File: src/rtl/core/nwm_pkg.sv
// Package for the nth-weekday-of-month block: field widths, schedule codes,
// the inter-stage struct and the small calendar functions. No dependencies.
package nwm_pkg;

  // Field widths.
  localparam int YEAR_W  = 14;
  localparam int MONTH_W = 4;
  localparam int WDAY_W  = 3;
  localparam int SCHED_W = 3;
  localparam int DAY_W   = 5;

  // Schedule codes.
  localparam logic [SCHED_W-1:0] SCHED_FIRST  = 3'd0;
  localparam logic [SCHED_W-1:0] SCHED_FOURTH = 3'd3;
  localparam logic [SCHED_W-1:0] SCHED_TEENTH = 3'd4;
  localparam logic [SCHED_W-1:0] SCHED_LAST   = 3'd5;

  // Weekday code that is folded onto Sunday.
  localparam logic [WDAY_W-1:0] WDAY_ALIAS  = 3'd7;
  localparam logic [WDAY_W-1:0] WDAY_SUNDAY = 3'd0;

  // Calendar constants.
  localparam int YEAR_SHIFT   = 400;
  localparam int TEENTH_FIRST = 13;
  localparam int WEEK_DAYS    = 7;

  // Reciprocals for the constant divisions: yy/100 and y/25.
  localparam int RECIP100    = 5243;
  localparam int RECIP100_SH = 19;
  localparam int RECIP25     = 41944;
  localparam int RECIP25_SH  = 20;

  // Reference weekday and month facts handed from the date unit to the top.
  typedef struct packed {
    logic               valid;
    logic [2:0]         weekday;
    logic [DAY_W-1:0]   month_days;
    logic [WDAY_W-1:0]  target;
    logic [SCHED_W-1:0] schedule;
  } nwm_ref_t;

  // Month offset of Sakamoto's rule; months outside 1..12 give zero.
  function automatic logic [2:0] month_offset(input logic [MONTH_W-1:0] m);
    logic [2:0] off;
    case (m)
      4'd1:    off = 3'd0;
      4'd2:    off = 3'd3;
      4'd3:    off = 3'd2;
      4'd4:    off = 3'd5;
      4'd5:    off = 3'd0;
      4'd6:    off = 3'd3;
      4'd7:    off = 3'd5;
      4'd8:    off = 3'd1;
      4'd9:    off = 3'd4;
      4'd10:   off = 3'd6;
      4'd11:   off = 3'd2;
      4'd12:   off = 3'd4;
      default: off = 3'd0;
    endcase
    return off;
  endfunction

  // Days in a month; zero marks an invalid month.
  function automatic logic [DAY_W-1:0] month_length(input logic [MONTH_W-1:0] m,
                                                    input logic leap);
    logic [DAY_W-1:0] len;
    case (m)
      4'd2:                             len = leap ? 5'd29 : 5'd28;
      4'd4, 4'd6, 4'd9, 4'd11:          len = 5'd30;
      4'd1, 4'd3, 4'd5, 4'd7, 4'd8,
      4'd10, 4'd12:                     len = 5'd31;
      default:                          len = 5'd0;
    endcase
    return len;
  endfunction

  // Remainder by seven of an 11-bit value: octal digits are summed,
  // since eight is one more than seven.
  function automatic logic [2:0] mod7(input logic [10:0] x);
    logic [4:0] s1;
    logic [3:0] s2;
    logic [3:0] r;
    s1 = 5'(x[2:0]) + 5'(x[5:3]) + 5'(x[8:6]) + 5'(x[10:9]);
    s2 = 4'(s1[2:0]) + 4'(s1[4:3]);
    r  = (s2 >= 4'(WEEK_DAYS)) ? s2 - 4'(WEEK_DAYS) : s2;
    return r[2:0];
  endfunction

endpackage

File: src/rtl/core/nwm_date_unit.sv
// Date unit: three pipeline stages that find the month length and the
// weekday of the schedule's reference day. Depends on nwm_pkg.
module nwm_date_unit (
  input  logic                         clk,
  input  logic                         rst,
  input  logic                         en,
  input  logic                         in_valid,
  input  logic [nwm_pkg::YEAR_W-1:0]   year_value,
  input  logic [nwm_pkg::MONTH_W-1:0]  month_number,
  input  logic [nwm_pkg::WDAY_W-1:0]   target_weekday,
  input  logic [nwm_pkg::SCHED_W-1:0]  schedule_code,
  output nwm_pkg::nwm_ref_t            ref_info
);
  import nwm_pkg::*;

  // Stage 1 registers: shifted year and the two reciprocal products.
  logic               s1_valid;
  logic [YEAR_W-1:0]  s1_year;
  logic [14:0]        s1_yy;
  logic [27:0]        s1_p100;
  logic [29:0]        s1_p25;
  logic [MONTH_W-1:0] s1_month;
  logic [WDAY_W-1:0]  s1_target;
  logic [SCHED_W-1:0] s1_sched;

  // Stage 2 registers: century split, month length and month offset.
  logic               s2_valid;
  logic [7:0]         s2_q;
  logic [6:0]         s2_r;
  logic [DAY_W-1:0]   s2_days;
  logic [2:0]         s2_off;
  logic [WDAY_W-1:0]  s2_target;
  logic [SCHED_W-1:0] s2_sched;

  // Stage 3 registers: reference weekday.
  logic               s3_valid;
  logic [2:0]         s3_weekday;
  logic [DAY_W-1:0]   s3_days;
  logic [WDAY_W-1:0]  s3_target;
  logic [SCHED_W-1:0] s3_sched;

  logic [14:0]        yy_next;
  logic [7:0]         q100;
  logic [14:0]        r100_full;
  logic [9:0]         q25;
  logic [YEAR_W-1:0]  r25_full;
  logic               leap;
  logic [DAY_W-1:0]   ref_day;
  logic [10:0]        wsum;

  // Year shifted by four centuries, one less for January and February.
  always_comb begin
    yy_next = 15'(year_value) + 15'(YEAR_SHIFT);
    if (month_number < 4'd3) begin
      yy_next = yy_next - 15'd1;
    end
  end

  // Century split of the shifted year and leap test of the plain year.
  always_comb begin
    q100      = s1_p100[RECIP100_SH+7:RECIP100_SH];
    r100_full = s1_yy - 15'(q100) * 15'd100;
    q25       = s1_p25[RECIP25_SH+9:RECIP25_SH];
    r25_full  = s1_year - YEAR_W'(q25) * YEAR_W'(25);
    leap      = (s1_year[1:0] == 2'd0) &&
                ((r25_full[4:0] != 5'd0) || (s1_year[3:0] == 4'd0));
  end

  // Reference weekday: 124q (as 5q) + r + r/4 + q/4 + offset + day, mod 7.
  always_comb begin
    if (s2_sched == SCHED_TEENTH) begin
      ref_day = DAY_W'(TEENTH_FIRST);
    end else if (s2_sched == SCHED_LAST) begin
      ref_day = s2_days;
    end else begin
      ref_day = 5'd1;
    end
    wsum = 11'({s2_q, 2'b00}) + 11'(s2_q) + 11'(s2_q[7:2]) + 11'(s2_r) +
           11'(s2_r[6:2]) + 11'(s2_off) + 11'(ref_day);
  end

  // Valid bits of the three stages.
  always_ff @(posedge clk) begin
    if (rst) begin
      s1_valid <= 1'b0;
      s2_valid <= 1'b0;
      s3_valid <= 1'b0;
    end else if (en) begin
      s1_valid <= in_valid;
      s2_valid <= s1_valid;
      s3_valid <= s2_valid;
    end
  end

  // Payload of the three stages moves with the valid bits.
  always_ff @(posedge clk) begin
    if (en) begin
      s1_year   <= year_value;
      s1_yy     <= yy_next;
      s1_p100   <= 28'(yy_next) * 28'(RECIP100);
      s1_p25    <= 30'(year_value) * 30'(RECIP25);
      s1_month  <= month_number;
      s1_target <= (target_weekday == WDAY_ALIAS) ? WDAY_SUNDAY : target_weekday;
      s1_sched  <= schedule_code;

      s2_q      <= q100;
      s2_r      <= r100_full[6:0];
      s2_days   <= month_length(s1_month, leap);
      s2_off    <= month_offset(s1_month);
      s2_target <= s1_target;
      s2_sched  <= s1_sched;

      s3_weekday <= mod7(wsum);
      s3_days    <= s2_days;
      s3_target  <= s2_target;
      s3_sched   <= s2_sched;
    end
  end

  assign ref_info.valid      = s3_valid;
  assign ref_info.weekday    = s3_weekday;
  assign ref_info.month_days = s3_days;
  assign ref_info.target     = s3_target;
  assign ref_info.schedule   = s3_sched;

endmodule

File: src/rtl/core/nth_weekday_of_month.sv
// Top level of the nth-weekday-of-month block: date unit plus the final
// day selection and output register. Depends on nwm_pkg and nwm_date_unit.
//
// Usage:
// A query item carries year_value, month_number, target_weekday and
// schedule_code on the query channel (query_valid, query_stall). Each item
// gives exactly one result item, day_of_month and found, on the result
// channel (result_valid, result_stall), in order.
// The pipeline has four register stages: two reciprocal products, the
// century split with the month length, the reference weekday, and the day
// selection. An accepted item moves through these stages in that order,
// and one item can be accepted per cycle while query_stall is low.
// All stages advance together; query_stall is high exactly while a result is
// held and the receiver stalls, so a stall freezes the whole pipeline and no
// item is lost or repeated.
// Reset clears every valid bit; the payload registers are not reset.
module nth_weekday_of_month (
  input  logic                         clk,
  input  logic                         rst,
  input  logic                         query_valid,
  output logic                         query_stall,
  input  logic [nwm_pkg::YEAR_W-1:0]   year_value,
  input  logic [nwm_pkg::MONTH_W-1:0]  month_number,
  input  logic [nwm_pkg::WDAY_W-1:0]   target_weekday,
  input  logic [nwm_pkg::SCHED_W-1:0]  schedule_code,
  output logic                         result_valid,
  input  logic                         result_stall,
  output logic [nwm_pkg::DAY_W-1:0]    day_of_month,
  output logic                         found
);
  import nwm_pkg::*;

  logic             en;
  nwm_ref_t         ref_info;
  logic [3:0]       fwd_sum;
  logic [2:0]       fwd_gap;
  logic [3:0]       back_sum;
  logic [2:0]       back_gap;
  logic [5:0]       day_calc;
  logic             day_ok;
  logic [DAY_W-1:0] day_next;

  // The pipeline moves unless a held result is stalled.
  assign en          = !(result_valid && result_stall);
  assign query_stall = !en;

  nwm_date_unit u_date (
    .clk            (clk),
    .rst            (rst),
    .en             (en),
    .in_valid       (query_valid),
    .year_value     (year_value),
    .month_number   (month_number),
    .target_weekday (target_weekday),
    .schedule_code  (schedule_code),
    .ref_info       (ref_info)
  );

  // Distance forward and backward from the reference day to the target.
  always_comb begin
    fwd_sum  = 4'(ref_info.target) + 4'(WEEK_DAYS) - 4'(ref_info.weekday);
    fwd_gap  = (fwd_sum >= 4'(WEEK_DAYS)) ? 3'(fwd_sum - 4'(WEEK_DAYS)) : fwd_sum[2:0];
    back_sum = 4'(ref_info.weekday) + 4'(WEEK_DAYS) - 4'(ref_info.target);
    back_gap = (back_sum >= 4'(WEEK_DAYS)) ? 3'(back_sum - 4'(WEEK_DAYS)) : back_sum[2:0];
  end

  // Day selection by schedule, then the range check against the month.
  always_comb begin
    if (ref_info.schedule <= SCHED_FOURTH) begin
      day_calc = 6'd1 + 6'(fwd_gap) +
                 6'(ref_info.schedule - SCHED_FIRST) * 6'(WEEK_DAYS);
    end else if (ref_info.schedule == SCHED_TEENTH) begin
      day_calc = 6'(TEENTH_FIRST) + 6'(fwd_gap);
    end else if (ref_info.schedule == SCHED_LAST) begin
      day_calc = 6'(ref_info.month_days) - 6'(back_gap);
    end else begin
      day_calc = 6'd0;
    end
    day_ok   = (ref_info.month_days != 5'd0) && (day_calc != 6'd0) &&
               (day_calc <= 6'(ref_info.month_days));
    day_next = day_ok ? day_calc[DAY_W-1:0] : 5'd0;
  end

  // Output stage.
  always_ff @(posedge clk) begin
    if (rst) begin
      result_valid <= 1'b0;
    end else if (en) begin
      result_valid <= ref_info.valid;
    end
  end

  always_ff @(posedge clk) begin
    if (en) begin
      day_of_month <= day_next;
      found        <= day_ok;
    end
  end

endmodule

File: config.mk
export PLATFORM = sky130hd
export DESIGN_NAME = nth_weekday_of_month
export DESIGN_NICKNAME = d
export VERILOG_FILES = /design/src/rtl/core/nwm_pkg.sv /design/src/rtl/core/nwm_date_unit.sv /design/src/rtl/core/nth_weekday_of_month.sv
export SDC_FILE = /design/constraint.sdc
export NUM_CORES = 1
export LEC_CHECK = 0
export BUFFER_PORTS_ARGS = -buffer_cell sky130_fd_sc_hd__buf_2
export CORE_MARGIN = 10
export CORE_UTILIZATION = 51
export CTS_CLUSTER_DIAMETER = 40
export DETAILED_ROUTE_END_ITERATION = 12
export HOLD_SLACK_MARGIN = 0.02
export PLACE_DENSITY = 0.67
export SLEW_MARGIN = 20
export SYNTH_ARGS = -nofsm -noshare
export SYNTH_HDL_FRONTEND = slang
export SYNTH_SLANG_ARGS = --single-unit
File: constraint.sdc
create_clock -name clk -period 8.2 [get_ports clk]
set_input_delay 0.41 -clock clk [delete_from_list [all_inputs] [get_ports clk]]
set_output_delay 0.41 -clock clk [all_outputs]
set_load 0.02 [all_outputs]
==> out/summary.txt, run 1 <==
Setup Fix Bufs, Post-CTS - 0
CP arrival - 7460 ps
Synth Register Bits - 84
Post-Syn Nets - 1733
Met2 wire len - 12700 um
Unrepaired setup endpoints after global routing - false
Avg Inst Size Synth - 10.4 um^2
Distinct cells, synth - 64
Netlist Area Pre-Place - 13100 um^2
Largest family of logic cells by synthesized area - adder cells
Clock sink total - 84
TritonCTS buffer count - 9
R2r endpoint - u_date.s3_weekday[0]
Fin Setup TNS - 0 ps
Reg clk slew, reported paths - 70 ps
Wl on met1 - 10700 um
Highest Signal Layer - met4
Crit end category - flip-flop
Period utilization - 0.900
Post-route insts no fill - 1647
Crit path largest cell delay - 540 ps
WP data required - 8280 ps
Most common flop cell mapped by yosys - edfxtp_1
Max Fanout on Critical Path - 4
Layout area overhead - 6.71%
Drt total wl - 24100 um
Full die area - 32600 um^2
Remaining antenna violation count - 0
Mux share of post-synthesis cell area - 0.00895
Critical path buffers and inverters - 3
DR vias - 8335
Initial Util - 0.520
Actual slew at the worst max-slew pin - 951 ps
Place WS - 669 ps
Reg2Reg Depth - 29
Synth warn - 0
Io pins - 36
Reg2Reg Setup Slack - 820 ps
CP Launch Type - flip-flop
GR Util All Layers - 0.154
Router iterations before antenna repair - 4
XOR/XNOR Fraction of Synth Area - 0.0499
Antenna Cells - 0
Post-synth top cells - 350 x inv_1, 270 x ha_1, 167 x fa_1
Rows - 58
WL per Instance - 14.7 um
Worst path slowest cell - fa_1
Total core area - 25300 um^2
Worst setup margin - 821 ps
Detailed Place HPWL - 20800 um
Layout filler cell count - 2238
Maximum clock frequency - 0.136 GHz
Largest net degree at the start of global routing - 85
Count leader, synth - inv_1
Slew Viols, Final - 0
Cell family with most CP delay - adder cells
Layout cells sized above 1 - 0.0577
Area share of and/or/nand/nor cells after synthesis - 0.0636
Hold Crit Class - in -> reg
Clock skew - 6.91 ps
H-tree depth - 3
Worst R2R Start - u_date.s2_sched[1]
Area of the multi-input gates - 9340 um^2
Minimum clock period - 7380 ps
Root Driver - clkbuf_16
Top post-synthesis cells by area - ha_1 26%, fa_1 25%, edfxtp_1 18%
Post-synth EDFFs - 80
Initial antenna violation count - 0
Clock Latency Late Sink - 340 ps
Met3 routed WL - 465 um
Die Span Y - 180 um
GPL Wtd Cong - 0.870
Synth top area share - 0.257
Critical path type - reg -> reg
Register area share after synthesis - 0.189
Synth Area in Adders - 0.512
Post-cts hold buffer count - 0
Clk buf depth - 2
Die width - 180 um
Cell count after synthesis - 1268
Grt total ovfl - 0
Sequential Area - 2480 um^2
Worst hold start - schedule_code[2]
Compound-Gate Fraction of Synth Area - 0.0753
Final Hold Fails - 0
Placed cell count - 1631
CTS tree - yes
Ys async rst share - 0
Max cap viols - 0
Worst slew margin - 0.362
Drt via density - 5.06
Most used cell, CP - fa_1
Number of buffers added on ports - 35
Iter 0 DRT Violations - 327
Count of cells resized by post-cts repair - 0
DRC Markers - 0
Final setup viols - 0
First-pass GRT wire length - 42200 um
Number of global-route vias before repair - 8941
Min-Delay Endpoint - u_date.s1_sched[2]
Outcome - finished, final reports clean
Cell taking the most area after synthesis - ha_1
Nets@finish - 1777
Hold Path Depth - 1
layout by cell type, fill, tap and decap left out, types with 4 or more instances in the layout:
cell,synthesis,final
inv_1,350,350
ha_1,270,270
fa_1,167,167
edfxtp_1,80,80
nand2_1,52,51
xnor2_1,51,51
a21oi_1,40,40
buf_2,0,35
nor2_1,31,31
o21ai_0,28,28
xor2_1,22,22
a21o_1,21,21
nand2b_1,10,10
nand4_1,10,10
nand3_1,10,10
a211oi_1,9,9
clkbuf_16,0,9
nor2b_1,8,8
nor3_1,7,7
and3_1,6,6
mux2_2,6,6
mux2i_1,5,5
o21bai_1,4,4
o22ai_1,4,4
nor4_1,4,4
a2111oi_0,4,4
o21a_1,4,4
a21boi_0,4,4
dfxtp_1,4,4
metal layers:
layer / track usage / up-vias
met5: 0 / -
met4: 0.0318 / 0
met3: 0.0165 / 22
met2: 0.285 / 74
met1: 0.189 / 4042
li1: - / 4197
state kept, by name, summed over array words and instances, names as in the netlist:
signal / count
u_date.s1_p100: 9
u_date.s2_q: 8
u_date.s2_r: 7
u_date.s1_yy: 6
day_of_month: 5
u_date.s1_p25: 5
u_date.s1_year: 5
u_date.s1_month: 4
u_date.s1_sched: 3
u_date.s1_target: 3
u_date.s2_days: 3
u_date.s2_off: 3
u_date.s2_sched: 3
u_date.s2_target: 3
u_date.s3_days: 3
u_date.s3_sched: 3
u_date.s3_target: 3
u_date.s3_weekday: 3
found: 1
result_valid: 1
u_date.s1_valid: 1
u_date.s2_valid: 1
u_date.s3_valid: 1
worst max path at each step:
stage	from	end	slack, ps	depth (start not counted)
floorplan	u_date.s2_sched[1]	u_date.s3_weekday[0]	1370	29
global placement	year_value[1]	u_date.s1_p100[25]	800	25
detailed placement	year_value[1]	u_date.s1_p100[20]	670	27
CTS	u_date.s2_sched[1]	u_date.s3_weekday[0]	780	29
global route	u_date.s2_sched[1]	u_date.s3_weekday[0]	300	29
finish	u_date.s2_sched[1]	u_date.s3_weekday[0]	820	29
layout make-up:
cell class,count,share of cell area
Clock inverter,6,0.00339
Tap cell,330,0.0295
Sequential cell,84,0.177
Multi-Input combinational cell,829,0.666
Clock buffer,10,0.0163
Timing Repair Buffer,37,0.0136
Inverter,351,0.0940
per-stage QoR:
step	hold slack, ps	area, um^2	utilization
floorplan	400	13100	-
global placement	402	13700	0.544
detailed placement	406	13700	0.544
CTS	226	14000	0.555
global route	227	14000	0.555
finish	236	14000	0.555
logic make-up after synthesis:
logic type                 Yosys count
adders and majority gates          437
DFF                                 84
xor gates and xnor gates            74
muxes                               11
and+or+nand+nor                    161
AOI/OAI and AO/OA                  146
buffers and inverters              355
Power of run 1 is not shown: default switching activity piles up to over one toggle a cycle in this logic, so the estimate is an artifact.
==> inputs of run 2 (changes only) <==
--- a/config.mk
+++ b/config.mk
@@ -5,13 +5,14 @@
 export SDC_FILE = /design/constraint.sdc
 export NUM_CORES = 1
 export LEC_CHECK = 0
-export BUFFER_PORTS_ARGS = -buffer_cell sky130_fd_sc_hd__buf_2
+export BUFFER_PORTS_ARGS = -buffer_cell sky130_fd_sc_hd__buf_4
 export CORE_MARGIN = 10
 export CORE_UTILIZATION = 51
 export CTS_CLUSTER_DIAMETER = 40
 export DETAILED_ROUTE_END_ITERATION = 12
 export HOLD_SLACK_MARGIN = 0.02
-export PLACE_DENSITY = 0.67
+export PLACE_DENSITY_LB_ADDON = 0.05
+export REMOVE_ABC_BUFFERS = 1
 export SLEW_MARGIN = 20
 export SYNTH_ARGS = -nofsm -noshare
 export SYNTH_HDL_FRONTEND = slang
==> run 2 against run 1 <==
Utilization grew 0.37 points. Global-route usage grew 0.14 points. Flip-flop and latch count is the same. Critical path depth is the same. Die area is the same. Clock-buffer cell count shrank 1. Cell count is essentially flat. Sequential share of layout area shrank 0.12 points.
==> out/summary.txt, run 2 (synthesis results as in run 1) <==
Critical path type - reg -> reg
Rows - 58
Number of global-route vias before repair - 8699
Layout area overhead - 7.41%
Worst path slowest cell - fa_1
Fin Setup TNS - 0 ps
Router iterations before antenna repair - 5
Final setup viols - 0
First-pass GRT wire length - 42600 um
Most frequent cells in the layout - 350 x inv_1, 270 x ha_1, 167 x fa_1
Maximum clock frequency - 0.138 GHz
Worst slew margin - 0.315
Iter 0 DRT Violations - 259
Antenna Cells - 0
Initial antenna violation count - 0
Drt total wl - 24100 um
Clock sink total - 84
TritonCTS buffer count - 9
CP Launch Type - flip-flop
Biggest regs - u_date.s1_p100 (9), u_date.s2_q (8), u_date.s2_r (7)
Die width - 180 um
GR Util All Layers - 0.156
Cell family with most CP delay - adder cells
Die Span Y - 180 um
Slew Viols, Final - 0
Min Hold Slack - 243 ps
WP data required - 8270 ps
DRC Markers - 0
Sequential Area - 2480 um^2
Outcome - finished, final reports clean
Final Hold Fails - 0
Layout cells sized above 1 - 0.0584
Full die area - 32600 um^2
Setup Fix Bufs, Post-CTS - 0
DR vias - 8173
Critical path buffers and inverters - 3
Unrepaired setup endpoints after global routing - false
Area of the multi-input gates - 9330 um^2
Post-cts hold buffer count - 0
Post-route insts no fill - 1648
Crit path largest cell delay - 540 ps
Grt total ovfl - 0
Max cap viols - 0
Detailed Place HPWL - 21100 um
Number of flip-flops in the largest register - 9
Crit end category - flip-flop
Final Util - 0.559
Layout filler cell count - 2264
Initial Util - 0.520
Largest register by flop count - u_date.s1_p100
Actual slew at the worst max-slew pin - 1030 ps
Minimum clock period - 7250 ps
Io pins - 36
Largest net degree at the start of global routing - 84
Nets@finish - 1778
GPL Wtd Cong - 0.841
Clock skew - 11.0 ps
H-tree depth - 3
Total core area - 25300 um^2
Max Fanout on Critical Path - 4
Remaining antenna violation count - 0
WL per Instance - 14.6 um
Drt via density - 4.96
Most used cell, CP - fa_1
CP arrival - 7320 ps
Root Driver - clkbuf_16
Commonest non-fill, non-tap cell in the layout - inv_1
Number of buffers added on ports - 35
Reg clk slew, reported paths - 70 ps
Clock Latency Late Sink - 340 ps
CTS tree - yes
Hold Crit Class - in -> reg
Period utilization - 0.884
Count of cells resized by post-cts repair - 0
Clk buf depth - 2
Placed cell count - 1632
## run 2: cell types whose count changed in the layout (fill, tap and decap cells not counted)
cell | before | now
buf_4 | 2 | 38
clkinv_4 | 0 | 1
clkinvlp_4 | 0 | 1
nand2_8 | 1 | 0
buf_2 | 35 | 0
clkinv_1 | 0 | 1
clkbuf_1 | 1 | 0
nand2_4 | 0 | 1
clkinv_2 | 2 | 0
## run 2: area by class of cell
cell class,count,area share
Multi-Input combinational cell,829,0.661
Sequential cell,84,0.176
Inverter,351,0.0934
Tap cell,330,0.0293
Timing Repair Buffer,38,0.0202
Clock buffer,9,0.0160
Clock inverter,7,0.00408
## run 2: per-layer routing
| layer | GRT usage | share of wire | vias up |
|---|---|---|---|
| met4 | 0.0318 | 0.010 | 0 |
| met5 | 0 | 0 | - |
| met1 | 0.209 | 0.48 | 3914 |
| met3 | 0.0122 | 0.018 | 11 |
| li1 | - | - | 4185 |
| met2 | 0.269 | 0.49 | 63 |
## run 2: final timing paths
kind,startpoint,to,slack (ps),cells after the start
max reg2reg,u_date.s2_sched[1],u_date.s3_weekday[0],950,29
min,schedule_code[0],u_date.s1_sched[0],240,1
max,u_date.s2_sched[1],u_date.s3_weekday[0],950,29
min reg2reg,u_date.s2_target[0],u_date.s3_target[0],420,0
## run 2: metrics by stage
stage / setup WS (ps) / cell area [um^2]
6_report: 948 / 14100
5_1_grt: 433 / 14100
4_1_cts: 859 / 14100
3_5_place_dp: 766 / 13800
3_3_place_gp: 904 / 13800
2_1_floorplan: 1370 / 13100
Power of run 2 is left out for the same reason.
==> inputs of run 3 (changes only) <==
--- a/config.mk
+++ b/config.mk
@@ -8,11 +8,13 @@
 export BUFFER_PORTS_ARGS = -buffer_cell sky130_fd_sc_hd__buf_4
 export CORE_MARGIN = 10
 export CORE_UTILIZATION = 51
+export CTS_BUF_LIST = sky130_fd_sc_hd__clkbuf_8
 export CTS_CLUSTER_DIAMETER = 40
 export DETAILED_ROUTE_END_ITERATION = 12
 export HOLD_SLACK_MARGIN = 0.02
 export PLACE_DENSITY_LB_ADDON = 0.05
 export REMOVE_ABC_BUFFERS = 1
+export SKIP_CTS_REPAIR_TIMING = 1
 export SLEW_MARGIN = 20
 export SYNTH_ARGS = -nofsm -noshare
 export SYNTH_HDL_FRONTEND = slang
==> run 3 against run 2 <==
Sequential share of layout area increased by 0.13 points. First-iteration DRC count decreased by 11%. Hold slack got worse by 27 ps. Cell count unchanged. Largest cell class unchanged. Highest routed layer unchanged. Clock-buffer cell count unchanged. Via count about the same. Design area decreased by 0.72%. Clock skew increased by 1.1 ps. Flip-flop and latch count unchanged.
==> out/summary.txt, run 3 (synthesis results as in run 1) <==
Initial Util - 0.520
DR vias - 8174
Number of flip-flops in the largest register - 9
Antenna Cells - 0
Hold Path Depth - 1
Number of global-route vias before repair - 8671
Most frequent cells in the layout - 350 x inv_1, 270 x ha_1, 167 x fa_1
Commonest non-fill, non-tap cell in the layout - inv_1
Layout area overhead - 6.64%
Max Fanout on Critical Path - 4
Iter 0 DRT Violations - 231
Most used cell, CP - fa_1
Period utilization - 0.885
CP Launch Type - flip-flop
Met2 wire len - 11900 um
Grt total ovfl - 0
Minimum clock period - 7260 ps
Router iterations before antenna repair - 5
Clock Latency Late Sink - 360 ps
Outcome - finished, final reports clean
Root Driver - clkbuf_8
GPL Wtd Cong - 0.841
Layout filler cell count - 2279
DP Area - 13800 um^2
Actual slew at the worst max-slew pin - 1030 ps
Finished Cell Area - 14000 um^2
Die width - 180 um
Clock skew - 12.1 ps
CTS tree - yes
Placed cell count - 1632
Drt total wl - 24000 um
Biggest regs - u_date.s1_p100 (9), u_date.s2_q (8), u_date.s2_r (7)
Post-route insts no fill - 1648
CP arrival - 7360 ps
Total core area - 25300 um^2
Largest net degree at the start of global routing - 84
Drt via density - 4.96
Slew Viols, Final - 0
Hold Crit Class - in -> reg
DRC Markers - 0
Clk buf depth - 2
GR Util All Layers - 0.155
Reg2Reg Depth - 29
WP data required - 8300 ps
Initial antenna violation count - 0
TritonCTS buffer count - 9
First-pass GRT wire length - 42500 um
Final setup viols - 0
Full die area - 32600 um^2
Max cap viols - 0
Critical path type - reg -> reg
Maximum clock frequency - 0.138 GHz
Remaining antenna violation count - 0
H-tree depth - 3
Detailed Place HPWL - 21100 um
Io pins - 36
Final Hold Fails - 0
Worst path slowest cell - fa_1
Reg clk slew, reported paths - 100 ps
Nets@finish - 1778
Layout cells sized above 1 - 0.0584
Fin Setup TNS - 0 ps
Crit end category - flip-flop
Number of buffers added on ports - 35
Highest Signal Layer - met4
Crit path largest cell delay - 540 ps
WL per Instance - 14.6 um
Clock sink total - 84
Die Span Y - 180 um
Rows - 58
Unrepaired setup endpoints after global routing - false
Wl on met1 - 11600 um
Largest register by flop count - u_date.s1_p100
Worst slew margin - 0.313
Met3 routed WL - 363 um
run 3: cell type report:
cell class | count | area (um^2) | area share
tap | 330 | 413 | 0.0295
clock buffer | 9 | 124 | 0.00884
inverter | 351 | 1320 | 0.0941
timing repair buffer | 38 | 285 | 0.0204
clock inverter | 7 | 57.6 | 0.00411
multi-input combinational | 829 | 9330 | 0.666
sequential | 84 | 2480 | 0.177
run 3: routing by layer:
| layer | vias to the layer above | GRT usage |
|---|---|---|
| met1 | 3933 | 0.209 |
| met4 | 0 | 0.0249 |
| met3 | 9 | 0.0131 |
| li1 | 4177 | - |
| met5 | - | 0 |
| met2 | 55 | 0.270 |
run 3: worst max-delay path, delay by kind of cell, from the launching register on:
family / cells / cell delay [ps]
simple gates: 8 / 1150
compound gates: 6 / 1060
flops: 1 / 390
fa+ha+maj: 10 / 3890
buf+inv: 3 / 170
xor+xnor: 2 / 350
run 3: final timing paths:
| kind | start | to | slack (ps) |
|---|---|---|---|
| worst max-delay path | u_date.s2_sched[1] | u_date.s3_weekday[0] | 940 |
| worst min-delay path | schedule_code[0] | u_date.s1_sched[0] | 220 |
| worst max register to register | u_date.s2_sched[1] | u_date.s3_weekday[0] | 940 |
| worst min register to register | u_date.s2_target[0] | u_date.s3_target[0] | 430 |
run 3: stage by stage:
step | hold slack (ps) | util | setup slack [ps]
6_report | 217 | 0.555 | 940
5_1_grt | 183 | 0.555 | 434
3_5_place_dp | 405 | 0.547 | 766
4_1_cts | 195 | 0.555 | 854
2_1_floorplan | 400 | - | 1370
3_3_place_gp | 403 | 0.547 | 904
Power of run 3 is left out for the same reason.
